<file path="src/rtl/core/ukf_pkg.sv">
`default_nettype none

package ukf_pkg;

   localparam int STATUS_BITS = 3;

   localparam logic [STATUS_BITS-1:0] ST_ENQ   = 3'd0;
   localparam logic [STATUS_BITS-1:0] ST_DUP   = 3'd1;
   localparam logic [STATUS_BITS-1:0] ST_DEQ   = 3'd2;
   localparam logic [STATUS_BITS-1:0] ST_UNDER = 3'd3;
   localparam logic [STATUS_BITS-1:0] ST_OVER  = 3'd4;

   typedef struct packed {
      logic start;      // latch request, arm the key scan at head
      logic scan_step;  // check one stored key against the request key
      logic finish;     // commit the request and load the response
   } cmd_type;

   typedef struct packed {
      logic scan_hit;   // current stored key matches
      logic scan_end;   // no stored keys left to check
   } stat_type;

endpackage

`default_nettype wire

</file>
<file path="src/rtl/core/unique_key_fifo.sv">
`default_nettype none

// FIFO of key/data pairs that rejects an enqueue whose key is already stored.
// One request in flight at a time. An enqueue scans the stored keys one per
// cycle through the single read port of the key store, oldest first, stopping
// early when a duplicate is found. The response register lets the next request
// be accepted while a response waits; that request finishes once the response
// is taken. Enqueue into a full queue reports overflow unless its key is
// already stored, which reports duplicate; dequeue from an empty queue reports
// underflow; none of these changes the queue.

module unique_key_fifo #(
   parameter int DEPTH     = 16,
   parameter int KEY_BITS  = 16,
   parameter int DATA_BITS = 32
) (
   input  wire logic                                clock,
   input  wire logic                                reset,
   input  wire logic                                req_valid,
   output      logic                                req_ready,
   input  wire logic                                req_op,
   input  wire logic        [KEY_BITS-1:0]          req_in_key,
   input  wire logic signed [DATA_BITS-1:0]         req_in_data,
   output      logic                                rsp_valid,
   input  wire logic                                rsp_ready,
   output      logic [ukf_pkg::STATUS_BITS-1:0]     rsp_status,
   output      logic        [KEY_BITS-1:0]          rsp_out_key,
   output      logic signed [DATA_BITS-1:0]         rsp_out_data,
   output      logic        [$clog2(DEPTH+1)-1:0]   rsp_occupancy,
   output      logic                                rsp_is_empty
);

   ukf_pkg::cmd_type  cmd;
   ukf_pkg::stat_type stat;

   ukf_ctrl u_ctrl (
      .clock     (clock),
      .reset     (reset),
      .req_valid (req_valid),
      .req_ready (req_ready),
      .req_op    (req_op),
      .rsp_valid (rsp_valid),
      .rsp_ready (rsp_ready),
      .cmd       (cmd),
      .stat      (stat)
   );

   ukf_dpath #(
      .DEPTH     (DEPTH),
      .KEY_BITS  (KEY_BITS),
      .DATA_BITS (DATA_BITS)
   ) u_dpath (
      .clock         (clock),
      .reset         (reset),
      .req_op        (req_op),
      .req_in_key    (req_in_key),
      .req_in_data   (req_in_data),
      .cmd           (cmd),
      .stat          (stat),
      .rsp_status    (rsp_status),
      .rsp_out_key   (rsp_out_key),
      .rsp_out_data  (rsp_out_data),
      .rsp_occupancy (rsp_occupancy),
      .rsp_is_empty  (rsp_is_empty)
   );

endmodule

`default_nettype wire

</file>
<file path="src/rtl/core/ukf_ctrl.sv">
`default_nettype none

module ukf_ctrl (
   input  wire logic             clock,
   input  wire logic             reset,
   input  wire logic             req_valid,
   output      logic             req_ready,
   input  wire logic             req_op,
   output      logic             rsp_valid,
   input  wire logic             rsp_ready,
   output      ukf_pkg::cmd_type cmd,
   input  wire ukf_pkg::stat_type stat
);

   localparam logic [1:0] S_IDLE   = 2'd0;
   localparam logic [1:0] S_SCAN   = 2'd1;
   localparam logic [1:0] S_FINISH = 2'd2;

   logic [1:0] state_ff, state_in;
   logic       rsp_valid_ff, rsp_valid_in;
   logic       slot_free;

   assign req_ready = (state_ff == S_IDLE);
   assign rsp_valid = rsp_valid_ff;
   assign slot_free = !rsp_valid_ff || rsp_ready;

   always_comb begin
      state_in      = state_ff;
      cmd.start     = 1'b0;
      cmd.scan_step = 1'b0;
      cmd.finish    = 1'b0;
      unique case (state_ff)
         S_IDLE: begin
            if (req_valid) begin
               cmd.start = 1'b1;
               state_in  = req_op ? S_FINISH : S_SCAN;
            end
         end
         S_SCAN: begin
            cmd.scan_step = 1'b1;
            if (stat.scan_hit || stat.scan_end) begin
               state_in = S_FINISH;
            end
         end
         S_FINISH: begin
            if (slot_free) begin
               cmd.finish = 1'b1;
               state_in   = S_IDLE;
            end
         end
         default: begin
            state_in = S_IDLE;
         end
      endcase
   end

   assign rsp_valid_in = cmd.finish || (rsp_valid_ff && !rsp_ready);

   always_ff @(posedge clock) begin
      if (reset) begin
         state_ff     <= S_IDLE;
         rsp_valid_ff <= 1'b0;
      end else begin
         state_ff     <= state_in;
         rsp_valid_ff <= rsp_valid_in;
      end
   end

endmodule

`default_nettype wire

</file>
<file path="src/rtl/core/ukf_dpath.sv">
`default_nettype none

module ukf_dpath #(
   parameter int DEPTH     = 16,
   parameter int KEY_BITS  = 16,
   parameter int DATA_BITS = 32,
   parameter int PTR_W     = $clog2(DEPTH),
   parameter int CNT_W     = $clog2(DEPTH + 1)
) (
   input  wire logic                         clock,
   input  wire logic                         reset,
   input  wire logic                         req_op,
   input  wire logic        [KEY_BITS-1:0]   req_in_key,
   input  wire logic signed [DATA_BITS-1:0]  req_in_data,
   input  wire ukf_pkg::cmd_type             cmd,
   output      ukf_pkg::stat_type            stat,
   output      logic [ukf_pkg::STATUS_BITS-1:0] rsp_status,
   output      logic        [KEY_BITS-1:0]   rsp_out_key,
   output      logic signed [DATA_BITS-1:0]  rsp_out_data,
   output      logic        [CNT_W-1:0]      rsp_occupancy,
   output      logic                         rsp_is_empty
);

   localparam logic [PTR_W-1:0] LAST_SLOT = PTR_W'(DEPTH - 1);
   localparam logic [CNT_W-1:0] FULL_CNT  = CNT_W'(DEPTH);

   logic [KEY_BITS-1:0]  key_mem_ff  [DEPTH];
   logic [DATA_BITS-1:0] data_mem_ff [DEPTH];

   logic [PTR_W-1:0]     head_ff, head_in, tail_ff, tail_in, scan_ptr_ff, rd_addr;
   logic [CNT_W-1:0]     count_ff, count_in, left_ff;
   logic [KEY_BITS-1:0]  rd_key_ff, key_ff;
   logic [DATA_BITS-1:0] rd_data_ff, data_ff;
   logic                 op_ff, dup_ff, mem_we;

   logic [ukf_pkg::STATUS_BITS-1:0] status_in;
   logic [KEY_BITS-1:0]             out_key_in;
   logic [DATA_BITS-1:0]            out_data_in;

   function automatic logic [PTR_W-1:0] next_slot(input logic [PTR_W-1:0] p);
      next_slot = (p == LAST_SLOT) ? '0 : p + 1'b1;
   endfunction

   assign stat.scan_end = (left_ff == '0);
   assign stat.scan_hit = !stat.scan_end && (rd_key_ff == key_ff);

   assign rd_addr = cmd.scan_step ? scan_ptr_ff : head_ff;

   always_ff @(posedge clock) begin
      rd_key_ff  <= key_mem_ff[rd_addr];
      rd_data_ff <= data_mem_ff[rd_addr];
   end

   always_ff @(posedge clock) begin
      if (mem_we) begin
         key_mem_ff[tail_ff]  <= key_ff;
         data_mem_ff[tail_ff] <= data_ff;
      end
   end

   always_ff @(posedge clock) begin
      if (cmd.start) begin
         op_ff       <= req_op;
         key_ff      <= req_in_key;
         data_ff     <= req_in_data;
         scan_ptr_ff <= next_slot(head_ff);
         left_ff     <= count_ff;
         dup_ff      <= 1'b0;
      end else if (cmd.scan_step) begin
         if (stat.scan_hit) begin
            dup_ff <= 1'b1;
         end else if (!stat.scan_end) begin
            left_ff     <= left_ff - 1'b1;
            scan_ptr_ff <= next_slot(scan_ptr_ff);
         end
      end
   end

   always_comb begin
      head_in     = head_ff;
      tail_in     = tail_ff;
      count_in    = count_ff;
      mem_we      = 1'b0;
      out_key_in  = '0;
      out_data_in = '0;
      if (op_ff) begin
         if (count_ff == '0) begin
            status_in = ukf_pkg::ST_UNDER;
         end else begin
            status_in   = ukf_pkg::ST_DEQ;
            out_key_in  = rd_key_ff;
            out_data_in = rd_data_ff;
            head_in     = next_slot(head_ff);
            count_in    = count_ff - 1'b1;
         end
      end else begin
         priority if (dup_ff) begin
            status_in = ukf_pkg::ST_DUP;
         end else if (count_ff == FULL_CNT) begin
            status_in = ukf_pkg::ST_OVER;
         end else begin
            status_in = ukf_pkg::ST_ENQ;
            mem_we    = cmd.finish;
            tail_in   = next_slot(tail_ff);
            count_in  = count_ff + 1'b1;
         end
      end
   end

   always_ff @(posedge clock) begin
      if (reset) begin
         head_ff  <= '0;
         tail_ff  <= '0;
         count_ff <= '0;
      end else if (cmd.finish) begin
         head_ff  <= head_in;
         tail_ff  <= tail_in;
         count_ff <= count_in;
      end
   end

   always_ff @(posedge clock) begin
      if (cmd.finish) begin
         rsp_status    <= status_in;
         rsp_out_key   <= out_key_in;
         rsp_out_data  <= out_data_in;
         rsp_occupancy <= count_in;
         rsp_is_empty  <= (count_in == '0);
      end
   end

endmodule

`default_nettype wire

</file>
<file path="config.mk">
export PLATFORM = sky130hd
export DESIGN_NAME = unique_key_fifo
export DESIGN_NICKNAME = d
export VERILOG_FILES = /design/src/rtl/core/ukf_pkg.sv /design/src/rtl/core/unique_key_fifo.sv /design/src/rtl/core/ukf_ctrl.sv /design/src/rtl/core/ukf_dpath.sv
export SDC_FILE = /design/constraint.sdc
export NUM_CORES = 1
export LEC_CHECK = 0
export BUFFER_PORTS_ARGS = -buffer_cell sky130_fd_sc_hd__buf_2
export CAP_MARGIN = 5
export CORE_MARGIN = 5
export CORE_UTILIZATION = 40
export DETAILED_ROUTE_END_ITERATION = 16
export GPL_TIMING_DRIVEN = 0
export SLEW_MARGIN = 20
export SYNTH_ARGS = -nofsm -noshare
export SYNTH_HDL_FRONTEND = slang
export SYNTH_SLANG_ARGS = --single-unit
</file>
<file path="constraint.sdc">
create_clock -name clock -period 6.5 [get_ports clock]
set_input_delay 0.325 -clock clock [delete_from_list [all_inputs] [get_ports clock]]
set_output_delay 0.325 -clock clock [all_outputs]
set_load 0.005 [all_outputs]
</file>
# Word level (Yosys, flattened, before mapping)
# Memories as Yosys holds them, arrays and structs flattened. A register that Yosys moved wholly into a read port is not among the register bits.
# Index checks and enable logic that the tools add are counted.
# W data, S select, Z words.
# op_classes
bitwise_logic	4
eq_ne	12
reduce_logical	19
n_addsub	6
mux	35
# op_table
cell	count
$mux W5	8
$mux W4	8
$eq A16 B16 Y1	1
$logic_not A5 Y1	3
$add A4 B1 Y4 const B	3
$eq A4 B4 Y1 const B	3
$mux W1	11
$sub A5 B1 Y5 const B	2
$mux W3	3
$reduce_and A3 Y1	3
$mux W2	4
$ne A2 B2 Y1 const B	3
$pmux W2 S3	1
$add A5 B1 Y5 const B	1
$eq A5 B5 Y1 const B	1
$ne A2 B1 Y1 const B	2
$not A1 Y1	4
$reduce_and A4 Y1	1
$logic_not A1 Y1	3
$logic_or A1 B1 Y1	3
$eq A2 B1 Y1 const B	1
$eq A2 B2 Y1 const B	1
$logic_and A1 B1 Y1	2
$logic_not A2 Y1	1
other kinds (3)	3
# totals
word_cells	94
regBits	132
n_memories	2
input_bits	53
out_inout_bits	59
ramBits	768
# memory_table
memory	words	word_bits	rd	rd_clocked_by_memory_dff	write_ports	line_no	text
u_dpath.data_mem_ff	16	32	1	1	1	ukf_dpath.sv:28	logic [DATA_BITS-1:0] data_mem_ff [DEPTH];
u_dpath.key_mem_ff	16	16	1	1	1	ukf_dpath.sv:27	logic [KEY_BITS-1:0] key_mem_ff [DEPTH];

# Longest topological paths before layout
# Gate-level depths: netlist (run 1).
# logic_depth
ltp_word	9
ltp_mapped	10
ltp_nobuf	7

# Cells and area by module
# A second synthesis (run 1) with hierarchy kept.
# hier_totals
cells_unflattened	1936
hier_area_um2	35611.7
# modules_own_cells
module	seq_area_each_um2	instances	cells_each	area_per_inst_um2
ukf_dpath	27756.6	1	1918	35451.5
ukf_ctrl	60.1	1	18	160.2

# Least setup slack after synthesis (run 1)
# No wires, ideal clock.
# synth_path
path_kind	flip-flop to flip-flop
startpoint	register u_dpath.count_ff[0]
endpoint	memory u_dpath.data_mem_ff[3][0] (enable)
period_less_slack_ns	5.405
n_path_buf	2
setup_ns	0.513
required_ns	5.987
t_arrival_ns	4.893
stages_incl_launch_ff	9
setup_slack_ns	1.095
cell_sequence	dfxtp_1 -> clkbuf_1 -> inv_1 -> ha_1 -> nand4bb_1 -> and4_1 -> clkbuf_1 -> nand2_1 -> nor3_1
# synth_via
elab_chain_cells	6
# synth_rtl
item	line_no	text
start: declaration	ukf_dpath.sv:31	logic [CNT_W-1:0] count_ff, count_in, left_ff;
start signal: assignment	ukf_dpath.sv:118	count_ff <= count_in;
$eq A5 B5 Y1	ukf_dpath.sv:99	end else if (count_ff == FULL_CNT) begin
$mux W1	ukf_dpath.sv:99	
$mux W1	ukf_dpath.sv:97	priority if (dup_ff) begin
$mux W1	ukf_dpath.sv:86	if (op_ff) begin
$mux W1	ukf_dpath.sv:55	if (mem_we) begin
$mux W1 (implied by the code)	ukf_dpath.sv:57	data_mem_ff[tail_ff] <= data_ff;
end: declaration	ukf_dpath.sv:28	
# Every way passes these cells.

# Worst setup path after layout (run 1)
# layout_path
startpoint	register u_ctrl.state_ff[1]
endpoint	register u_dpath.rd_data_ff[13] (read register of u_dpath.data_mem_ff)
# layout_via
elab_chain_cells	3
# layout_rtl
item	line_no	text
start: declaration	ukf_ctrl.sv:19	logic [1:0] state_ff, state_in;
start signal: assignment	ukf_ctrl.sv:64	state_ff <= state_in;
$eq A2 B1 Y1	ukf_ctrl.sv:32	unique case (state_ff)
$mux W1	ukf_ctrl.sv:32	
$mux W4	ukf_dpath.sv:47	assign rd_addr = cmd.scan_step ? scan_ptr_ff : head_ff;
end: declaration	ukf_dpath.sv:33	logic [DATA_BITS-1:0] rd_data_ff, data_ff;
# Every way passes these cells.
# A chain may end at the register's enable or synchronous reset.

==> results_dict.tcl, run 1 <==
set metrics [dict create \
    required_ns 7.07 \
    synth_area_um2 37760 \
    fill_cells 7942 \
    portBuffers 110 \
    nets 2740 \
    io-pin-count 112 \
    grt_pass1_vias 22560 \
    dp_cells 3782 \
    drtIter0Drc 2151 \
    gp_congestion 0.8671 \
    clockRootBuffer "clkbuf_16" \
    cts_resized 0 \
    grt_start_max_net_pins 30 \
    finalNonFillerCells 4017 \
    p_comb_share_pct 7.4 \
    drcViolationCount 0 \
    synthTopCellsByArea "edfxtp_1 70%, mux2i_1 9.0%, a211oi_1 3.8%" \
    ys_warn_count 0 \
    h-tree-depth 3 \
    p_int_mw 10.61 \
    die_y_um 317.3 \
    cp.arrival_ns 4.34 \
    grt_pass1_wl_um 150200 \
    drtPass1Iterations 5 \
    power_frac_seq_pct 51.0 \
    clockBufferDepth 3 \
    min_delay_path_depth 2 \
    setup_ws_ns 2.732 \
    avgRoutedWirePerCell_um 26.07 \
    maxCapViolations 0 \
    dp_hpwl_um 71800 \
    r2r_cells 8 \
    cp-start-kind "flip-flop" \
    slew_headroom_pct 15.17 \
    pwr-share-clk_pct 41.6 \
    worst_slew_pin_slew_ns 1.240 \
    fmax_mhz 265.4 \
    syn_nets 2423 \
    core_um2 93470 \
    p_leak_nw 16.54 \
    cts.clk_slew.worst_paths_ns 0.06 \
    status "complete, no violations" \
    track_usage_pct 20.34 \
    synth-edff-count 883 \
    clock_sinks 948 \
    grt.overflow.total 0 \
    cts_tree "built" \
    syn_avg_cell_area_um2 15.99 \
    yosysTopAreaCellShare_pct 70.22 \
    ys.flop_type "edfxtp_1" \
    worstSetupPathType "reg2reg" \
    syn2layout_area_growth_pct 18.33 \
    synth.distinct_cells 54 \
    timing.hold.ws_ns 0.1084 \
    dieWidth_um 317.3 \
    timing.final.hold_violations 0 \
    antenna_found_initial 4 \
    drtAntennaViolNets 0 \
    swShare_pct 22.76 \
    setup_violations 0 \
    numCtsBuffers 98 \
    period_minus_slack_ns 3.768 \
    fin_crit_sh_pct 57.96 \
    pwr_density_cell_nw_per_um2 307.5 \
    crit_path_end_kind "flip-flop" \
    p_switching_mw 3.127 \
    vias_per_cell 5.588 \
    drv_slew 0 \
    ys_seq_area_share_pct 73.66 \
    wl_um 104700 \
    synth_top_area_cell "edfxtp_1" \
    dieArea_um2 100600 \
    critPathMaxFanout 10 \
    synthCells 2361 \
    synth-async-reset-ratio_pct 0 \
    vias 22450 \
    hold_class "in2reg" \
    drive_gt1_share_pct 15.36 \
    detailedPlace.worstSlack_ns 2.829 \
    peakVddDrop_mv 0.1750 \
    initial_utilization_pct 40.40 \
    insertion_delay_ns 0.66 \
    fin_skew_ns 0.02541 \
    synth_seq_cells 948 \
    num_rows 112 \
    rsz0062_at_grt "no" \
]
synth_stat cells, drive strengths merged, types with 2 or more instances:
library cell / count
a22o: 48
a31oi: 7
nand2: 24
and3b: 2
xor2: 4
nand2b: 9
a21oi: 21
nor2: 136
nor2b: 4
ha: 9
or4: 2
a2111oi: 48
o221ai: 97
nand4: 4
edfxtp: 883
mux2: 2
a211oi: 193
nor3: 59
a311oi: 2
o21ai: 11
a22oi: 2
xnor2: 21
nand3: 7
buf: 83
and3: 50
mux2i: 340
a21o: 5
dfxtp: 65
clkbuf: 95
nor4bb: 2
inv: 108
o21a: 2
per-stage QoR:
step           total power, mW  utilization, %  TNS, ns  instance area, um^2
2_1_floorplan            7.660               -        0                37760
3_3_place_gp             8.083           42.67  -524.04                39880
3_5_place_dp             8.128           43.73        0                40880
4_1_cts                  13.83           47.80        0                44680
5_1_grt                  14.16           47.80        0                44680
6_report                 13.74           47.80        0                44680
cell usage in the layout (no fill, tap or decap), drive strengths merged, types with 11 or more instances in the layout:
cell	n
clkinv	34
clkbuf	224
o21ai	11
dfxtp	65
mux2i	340
a21oi	21
bufinv	11
edfxtp	883
a211oi	193
o221ai	97
xnor2	21
inv	110
dlygate4sd3	50
nor2	136
nor3	59
and3	50
buf	249
a2111oi	48
nand2	24
a22o	48
power groups by stage:
| stage | Clock (mW) | Sequential, mW | Combinational, mW |
|---|---|---|---|
| 6_report | 5.72 | 7.01 | 1.01 |
| 5_1_grt | 6.06 | 7.03 | 1.08 |
| 4_1_cts | 5.80 | 7.01 | 1.02 |
| 3_5_place_dp | 0 | 7.14 | 0.991 |
| 3_3_place_gp | 0 | 7.14 | 0.946 |
| 2_1_floorplan | 0 | 7.08 | 0.579 |
cell type report:
class	count	area [um^2]	share of cell area, %
flip-flops and latches	948	27820	62.25
multi-input cells	1127	8885	19.88
clock buffers	129	2721	6.090
repair buffers	217	1899	4.251
well taps	1254	1569	3.511
plain buffers	178	800.8	1.792
clock inverters	54	578.1	1.294
inverters	108	407.9	0.9129
diodes	2	5.005	0.01120
worst max-delay path, stage by stage, from the launching register on:
cell and delay, ns:
dfxtp_1 0.35, nand2b_1 0.28, buf_2 0.26, a31oi_1 0.38, buf_2 0.40, clkbuf_1 0.62
nor3_1 0.18, a2111oi_0 0.90, a22o_1 0.31
registers in the layout (all words and copies together) (netlist names), 16 cells and up:
name                  count
u_dpath.data_ff          32
u_dpath.key_ff           16
u_dpath.rd_data_ff       32
u_dpath.rd_key_ff        16
u_dpath.data_mem_ff     512
u_dpath.rsp_out_key      16
u_dpath.key_mem_ff      256
u_dpath.rsp_out_data     32
cells by family (layout without fill, tap and decap cells):
| group | Yosys count | in the layout | synth area share, % |
|---|---|---|---|
| adders and majority gates | 9 | 9 | 0.2982 |
| DFF | 948 | 948 | 73.66 |
| AOI/OAI and AO/OA | 442 | 442 | 9.254 |
| and+or+nand+nor | 309 | 309 | 3.953 |
| xor gates and xnor gates | 25 | 25 | 0.5799 |
| other | 0 | 2 | 0 |
| muxes | 342 | 342 | 9.072 |
| buffers and inverters | 286 | 686 | 3.178 |
final timing paths:
check | from | to | slack (ns)
worst max-delay path | u_ctrl.state_ff[1]$_SDFFE_PP0P_ | u_dpath.rd_data_ff[13]$_DFF_P_ | 2.73
worst min-delay path | reset | u_ctrl.rsp_valid$_SDFF_PP0_ | 0.11
worst max register to register | u_ctrl.state_ff[1]$_SDFFE_PP0P_ | u_dpath.rd_data_ff[13]$_DFF_P_ | 2.73
worst min register to register | u_dpath.op_ff$_DFFE_PP_ | u_dpath.rsp_status[1]$_SDFFCE_PP1N_ | 0.47
layer usage:
layer	global-route usage, %	up-vias	wire, um
met5	0	-	26
met1	27.47	11320	43250
met2	33.26	917	49780
met3	3.428	226	7668
li1	-	9983	-
met4	7.805	4	4009
timing repair:
| action | 4_1_cts | 5_1_grt |
|---|---|---|
| endpoints found under the hold margin | 51 | 0 |
| hold buffers | 50 | 0 |
| setup buffers | 0 | 0 |
Power figures use the tool's default switching activity.
==> inputs of run 2 (changes only) <==
clock period = 3.5 ns   (was 6.5 ns; I/O delays follow)
==> results_dict.tcl, run 2 (synthesis gave the netlist of run 1 again) <==
set metrics [dict create \
    nets 2741 \
    cp-start-kind "flip-flop" \
    holdCritStartpoint "req_in_data[18]" \
    cts_tree "built" \
    core_um2 93470 \
    r2r_end "u_dpath.rd_data_ff[10]$_DFF_P_" \
    pwr-share-clk_pct 42.1 \
    tns_ns 0 \
    vias 22420 \
    worst_slew_pin_slew_ns 1.226 \
    worstSetupPathType "reg2reg" \
    drive_gt1_share_pct 15.39 \
    p_int_mw 19.92 \
    drtIter0Drc 2338 \
    swShare_pct 22.68 \
    finalInstanceArea_um2 44940 \
    cp_slowest_cell "a2111oi_1" \
    p_comb_share_pct 7.3 \
    crit_path_end_kind "flip-flop" \
    reg_top3 "u_dpath.data_mem_ff: 512 flops, u_dpath.key_mem_ff: 256 flops" \
    cpMostUsedCell "buf_2" \
    final_common_cell "edfxtp_1" \
    fin_skew_ns 0.02461 \
    clockBufferDepth 3 \
    setup_violations 0 \
    drcViolationCount 0 \
    numCtsBuffers 98 \
    largest_register "u_dpath.data_mem_ff" \
    reg2reg_from "u_dpath.scan_ptr_ff[0]$_DFFE_PP_" \
    num_rows 112 \
    dpl_cell_area_um2 40930 \
    rsz0062_at_grt "no" \
    hold_end "u_dpath.data_ff[18]$_DFFE_PP_" \
    pwr_density_cell_nw_per_um2 573.3 \
    grt_pass1_vias 22590 \
    final_cell_mix "883 x edfxtp_1, 339 x mux2i_1, 193 x a211oi_1, 167 x buf_2, 124 x nor2_1" \
    status "complete, no violations" \
    fin_crit_sh_pct 99.05 \
    critPathTopFamily "compound AO/OA/AOI/OAI gates" \
    grt_start_max_net_pins 31 \
    fmax_mhz 288.5 \
    power.total_mw 25.76 \
    dp_hpwl_um 71460 \
    cts.clk_slew.worst_paths_ns 0.06 \
    r2r_cells 9 \
    period_minus_slack_ns 3.467 \
    num_antenna_cells 0 \
    post-route-util_pct 48.08 \
    largest_register_ffs 512 \
    avgRoutedWirePerCell_um 26.15 \
    peakVddDrop_mv 0.3604 \
    clockRootBuffer "clkbuf_16" \
    slew_headroom_pct 18.25 \
    antenna_found_initial 0 \
    timing.hold.ws_ns 0.2274 \
    maxCapViolations 0 \
    wl_um 105000 \
    h-tree-depth 3 \
    insertion_delay_ns 0.66 \
    required_ns 4.08 \
    path_cells "buf_2 -> and3b_1 -> buf_2 -> a21o_1 -> buf_2 -> clkbuf_1 -> a211oi_1 -> a2111oi_1 -> a22o_1" \
    cp.arrival_ns 4.05 \
    power_frac_seq_pct 50.6 \
    track_usage_pct 20.45 \
    slowest_delay_ns 0.93 \
    dieWidth_um 317.3 \
    p_switching_mw 5.842 \
    hold_class "in2reg" \
    dieArea_um2 100600 \
    die_y_um 317.3 \
    gp_congestion 0.8712 \
    drtPass1Iterations 6 \
    timing.final.hold_violations 0 \
    portBuffers 110 \
    path_buf_inv 4 \
    p_leak_nw 16.59 \
    drv_slew 0 \
    vias_per_cell 5.585 \
    syn2layout_area_growth_pct 19.01 \
    min_delay_path_depth 2 \
    grt_pass1_wl_um 151100 \
    critPathMaxFanout 10 \
    io-pin-count 112 \
    initial_utilization_pct 40.40 \
    drtAntennaViolNets 0 \
    reg2reg_slack_ns 0.03 \
    clock_sinks 948 \
    grt.overflow.total 0 \
]
run 2: cell count changes in the layout (fill, tap and decap cells not counted), sizes merged:
cell / delta
dlygate4sd3: +4
buf: -2
bufinv: +2
diode: -2
inv: -2
clkbuf: -1
clkdlybuf4s18: -1
clkinv: -1
clkinvlp: +1
run 2: repair_timing:
item	in CTS	in global routing
hold endpoints to repair	58	0
pin swaps	1	3
gates resized for setup	5	6
endpoints found under the setup margin	14	89
setup buffers	1	8
hold buffers	54	0
run 2: worst max-delay path by stage:
stage	startpoint	to	slack, ns	depth (start not counted)
2_1_floorplan	u_dpath.count_ff[0]$_SDFFE_PP0N_	u_dpath.data_mem_ff[15][0]$_DFFE_PP_	-0.62	8
3_3_place_gp	u_dpath.count_ff[0]$_SDFFE_PP0N_	u_dpath.data_mem_ff[4][8]$_DFFE_PP_	-3.03	8
3_5_place_dp	u_ctrl.state_ff[1]$_SDFFE_PP0P_	u_dpath.rd_data_ff[1]$_DFF_P_	-0.15	8
4_1_cts	u_ctrl.state_ff[0]$_SDFFE_PP0P_	u_dpath.rd_data_ff[11]$_DFF_P_	0.01	9
5_1_grt	u_dpath.count_ff[0]$_SDFFE_PP0N_	u_dpath.data_mem_ff[7][6]$_DFFE_PP_	0.001	9
6_report	u_dpath.scan_ptr_ff[0]$_DFFE_PP_	u_dpath.rd_data_ff[10]$_DFF_P_	0.03	9
run 2: power by group through the flow:
stage,Sequential (mW),Clock (mW),Combinational [mW]
after floorplan,13.2,0,1.07
after global placement,13.3,0,1.76
after detailed placement,13.3,0,1.84
after CTS,13.0,11.0,1.89
after global routing,13.1,11.5,2.01
final,13.0,10.8,1.89
run 2: stage by stage:
step,cells,setup slack [ns]
2_1_floorplan,2361,-0.6196
3_3_place_gp,3725,-3.032
3_5_place_dp,3770,-0.1540
4_1_cts,4007,0.01058
5_1_grt,4015,0.001460
6_report,4015,0.03336
run 2: layout make-up:
class	instances	area [um^2]
Fill cell	7864	48530
Sequential cell	948	27820
Multi-Input combinational cell	1127	8925
Clock buffer	128	2749
Timing Repair Buffer	219	2038
Tap cell	1254	1569
Buffer	177	798.3
Clock inverter	54	635.6
Inverter	108	407.9
run 2: per-layer routing:
layer	part of all wire (%)	GRT usage, %	up-vias
met5	0	0	-
met3	7.1	3.343	184
met1	42	27.78	11360
met2	48	33.70	892
li1	-	-	9982
met4	3.2	7.078	0
==> inputs of run 3 (changes only) <==
ABC_AREA = 1   (was unset)
==> results_dict.tcl, run 3 <==
set metrics [dict create \
    initial_utilization_pct 40.21 \
    drtPass1Iterations 5 \
    clockRootBuffer "clkbuf_16" \
    reg2reg_slack_ns 0.40 \
    critPathTopFamily "simple AND/OR/NAND/NOR gates" \
    avgRoutedWirePerCell_um 23.48 \
    synth_seq_cells 948 \
    slew_headroom_pct 26.19 \
    syn2layout_area_growth_pct 18.86 \
    fin_crit_sh_pct 88.71 \
    insertion_delay_ns 0.69 \
    cts_setup_buffers 0 \
    synthTopCellsByArea "edfxtp_1 71%, nor2_1 4.2%, nand3_1 4.0%" \
    pwr_density_cell_nw_per_um2 710.2 \
    synth_top_area_cell "edfxtp_1" \
    path_cells "inv_1 -> ha_1 -> nand3_1 -> inv_1 -> nand2_1 -> nand2_1 -> nor2_8 -> nand2_1 -> nor2_4 -> buf_12 -> buf_8" \
    peakVddDrop_mv 0.3885 \
    tns_ns 0 \
    grt_pass1_wl_um 157600 \
    final_cell_mix "883 x edfxtp_1, 401 x nor2_1, 353 x nand2_1, 328 x inv_1, 298 x nand3_1" \
    fmax_mhz 322.1 \
    slowest_delay_ns 0.60 \
    ys_seq_area_share_pct 74.24 \
    numCtsBuffers 98 \
    h-tree-depth 3 \
    required_ns 3.86 \
    worstSetupPathType "reg2reg" \
    drv_slew 0 \
    multiInputGateArea_um2 7624 \
    core_um2 93190 \
    drive_gt1_share_pct 13.58 \
    portBuffers 111 \
    gp_congestion 0.8094 \
    cpMostUsedCell "nand2_1" \
    synth_area_um2 37470 \
    dieWidth_um 316.1 \
    cp.arrival_ns 3.46 \
    io-pin-count 112 \
    setup_ws_ns 0.3952 \
    synth_common_cells "883 x edfxtp_1, 417 x nor2_1, 354 x nand2_1" \
    largest_register "u_dpath.data_mem_ff" \
    nets 3379 \
    drcViolationCount 0 \
    clock_sinks 948 \
    final_common_cell "edfxtp_1" \
    antenna_found_initial 2 \
    ys_warn_count 0 \
    fin_skew_ns 0.03997 \
    ys.flop_type "edfxtp_1" \
    cts_tree "built" \
    fill_cells 8204 \
    dp_hpwl_um 71690 \
    crit_path_end_kind "flip-flop" \
    timing.final.hold_violations 0 \
    die_y_um 316.1 \
    cts_resized 0 \
    cp_slowest_cell "nor2_4" \
    synth-async-reset-ratio_pct 0 \
    path_buf_inv 4 \
    track_usage_pct 21.67 \
    yosysTopAreaCellShare_pct 70.76 \
    grt_start_max_net_pins 33 \
    drtAntennaViolNets 0 \
    drtIter0Drc 2912 \
    cp-start-kind "flip-flop" \
    period_minus_slack_ns 3.105 \
    clockBufferDepth 3 \
    synth-edff-count 883 \
    post-route-util_pct 47.79 \
    maxCapViolations 0 \
    setup_violations 0 \
    grt.overflow.total 0 \
    synth.distinct_cells 34 \
    hold_class "in2reg" \
    critPathMaxFanout 18 \
    dieArea_um2 99900 \
    wl_um 109300 \
    synthCells 3011 \
    largest_register_ffs 512 \
    worst_slew_pin_slew_ns 1.107 \
    vias 24440 \
    reg_top3 "u_dpath.data_mem_ff: 512 flops, u_dpath.key_mem_ff: 256 flops" \
    seq_area_um2 27820 \
    grt_pass1_vias 23370 \
    synth.most_common_cell "edfxtp_1" \
    syn_nets 3073 \
    syn_avg_cell_area_um2 12.44 \
    cts.clk_slew.worst_paths_ns 0.06 \
    num_rows 112 \
    p_leak_nw 16.31 \
    vias_per_cell 5.247 \
    status "complete, no violations" \
    rsz0062_at_grt "no" \
    detailedPlace.worstSlack_ns 0.4332 \
]
-- run 3: cell types whose count changed in the layout (fill, tap and decap cells not counted), moves of 50 or more --
| cell | previous run | this run |
|---|---|---|
| o211ai_1 | 1 | 189 |
| nand3_1 | 7 | 298 |
| inv_1 | 107 | 328 |
| mux2i_1 | 339 | 0 |
| nor3_1 | 55 | 5 |
| and3_1 | 50 | 0 |
| o221ai_1 | 97 | 0 |
| nor2_1 | 124 | 401 |
| clkbuf_1 | 104 | 48 |
| o21ai_0 | 10 | 189 |
| o21ai_1 | 0 | 61 |
| a211oi_1 | 193 | 1 |
| nand2_1 | 24 | 353 |
-- run 3: worst paths after layout --
path	to	depth (start not counted)	startpoint
setup / recovery	u_dpath.data_mem_ff[9][13]$_DFFE_PP_	11	u_dpath.count_ff[1]$_SDFFE_PP0N_
hold / removal	u_ctrl.state_ff[1]$_SDFFE_PP0P_	6	req_valid
setup reg to reg	u_dpath.data_mem_ff[9][13]$_DFFE_PP_	11	u_dpath.count_ff[1]$_SDFFE_PP0N_
hold reg to reg	u_dpath.head_ff[3]$_SDFFE_PP0P_	2	u_dpath.head_ff[3]$_SDFFE_PP0P_
-- run 3: cells by family (layout without fill, tap and decap cells) --
logic type               after synthesis  in the layout  synth area share, %
buffers and inverters                498            889                5.747
AO/OA/AOI/OAI                        464            464                7.516
flip-flops                           948            948                74.24
AND/OR/NAND/NOR                     1084           1084                12.01
XOR/XNOR                               8              8               0.1870
adder cells (fa/ha/maj)                9              9               0.3005
other                                  0              1                    0
-- run 3: metal layers --
metal  part of all wire [%]  wire length (um)  track usage, %
met5                      0                 0               0
met4                    3.7              4028           8.205
met3                    8.7              9490           4.209
met2                     47             51590           35.14
met1                     40             44230           29.21
-- run 3: power breakdown --
group | switching, mW | internal (mW) | total [mW]
combinational | 4.91 | 1.96 | 6.87
sequential | 0.561 | 13.5 | 14.0
clock | 4.42 | 6.30 | 10.7
total | 9.89 | 21.7 | 31.6
-- run 3: cell type report --
class                      instances  share of cell area (%)
timing repair buffer             206                   4.646
inverter                         333                   2.806
clock inverter                    62                   1.486
buffer                           165                   2.039
multi-input combinational       1565                   17.12
tap                             1254                   3.523
clock buffer                     123                   5.922
antenna                            1                0.005618
sequential                       948                   62.45
-- run 3: tightest hold or removal path, stage by stage --
cell,delay [ns]
buf_2,0.11
inv_1,0.04
nand2_1,0.04
a21boi_0,0.14
a21oi_1,0.15
nor2_1,0.05
-- run 3: metrics by stage --
stage	hold slack, ns	std cells	area [um^2]	power (mW)
after CTS	0.05546	4656	44540	31.80
after detailed placement	0.3532	4420	40730	21.09
final	0.09256	4657	44540	31.63
after global placement	0.3531	4376	39660	20.92
after global routing	0.1337	4656	44540	32.97
after floorplan	0.2516	3011	37530	17.97
-- run 3: timing repair --
item / CTS / global route
hold endpoints to repair: 58 / 0
endpoints found under the setup margin: 0 / 0
hold buffers: 51 / 0
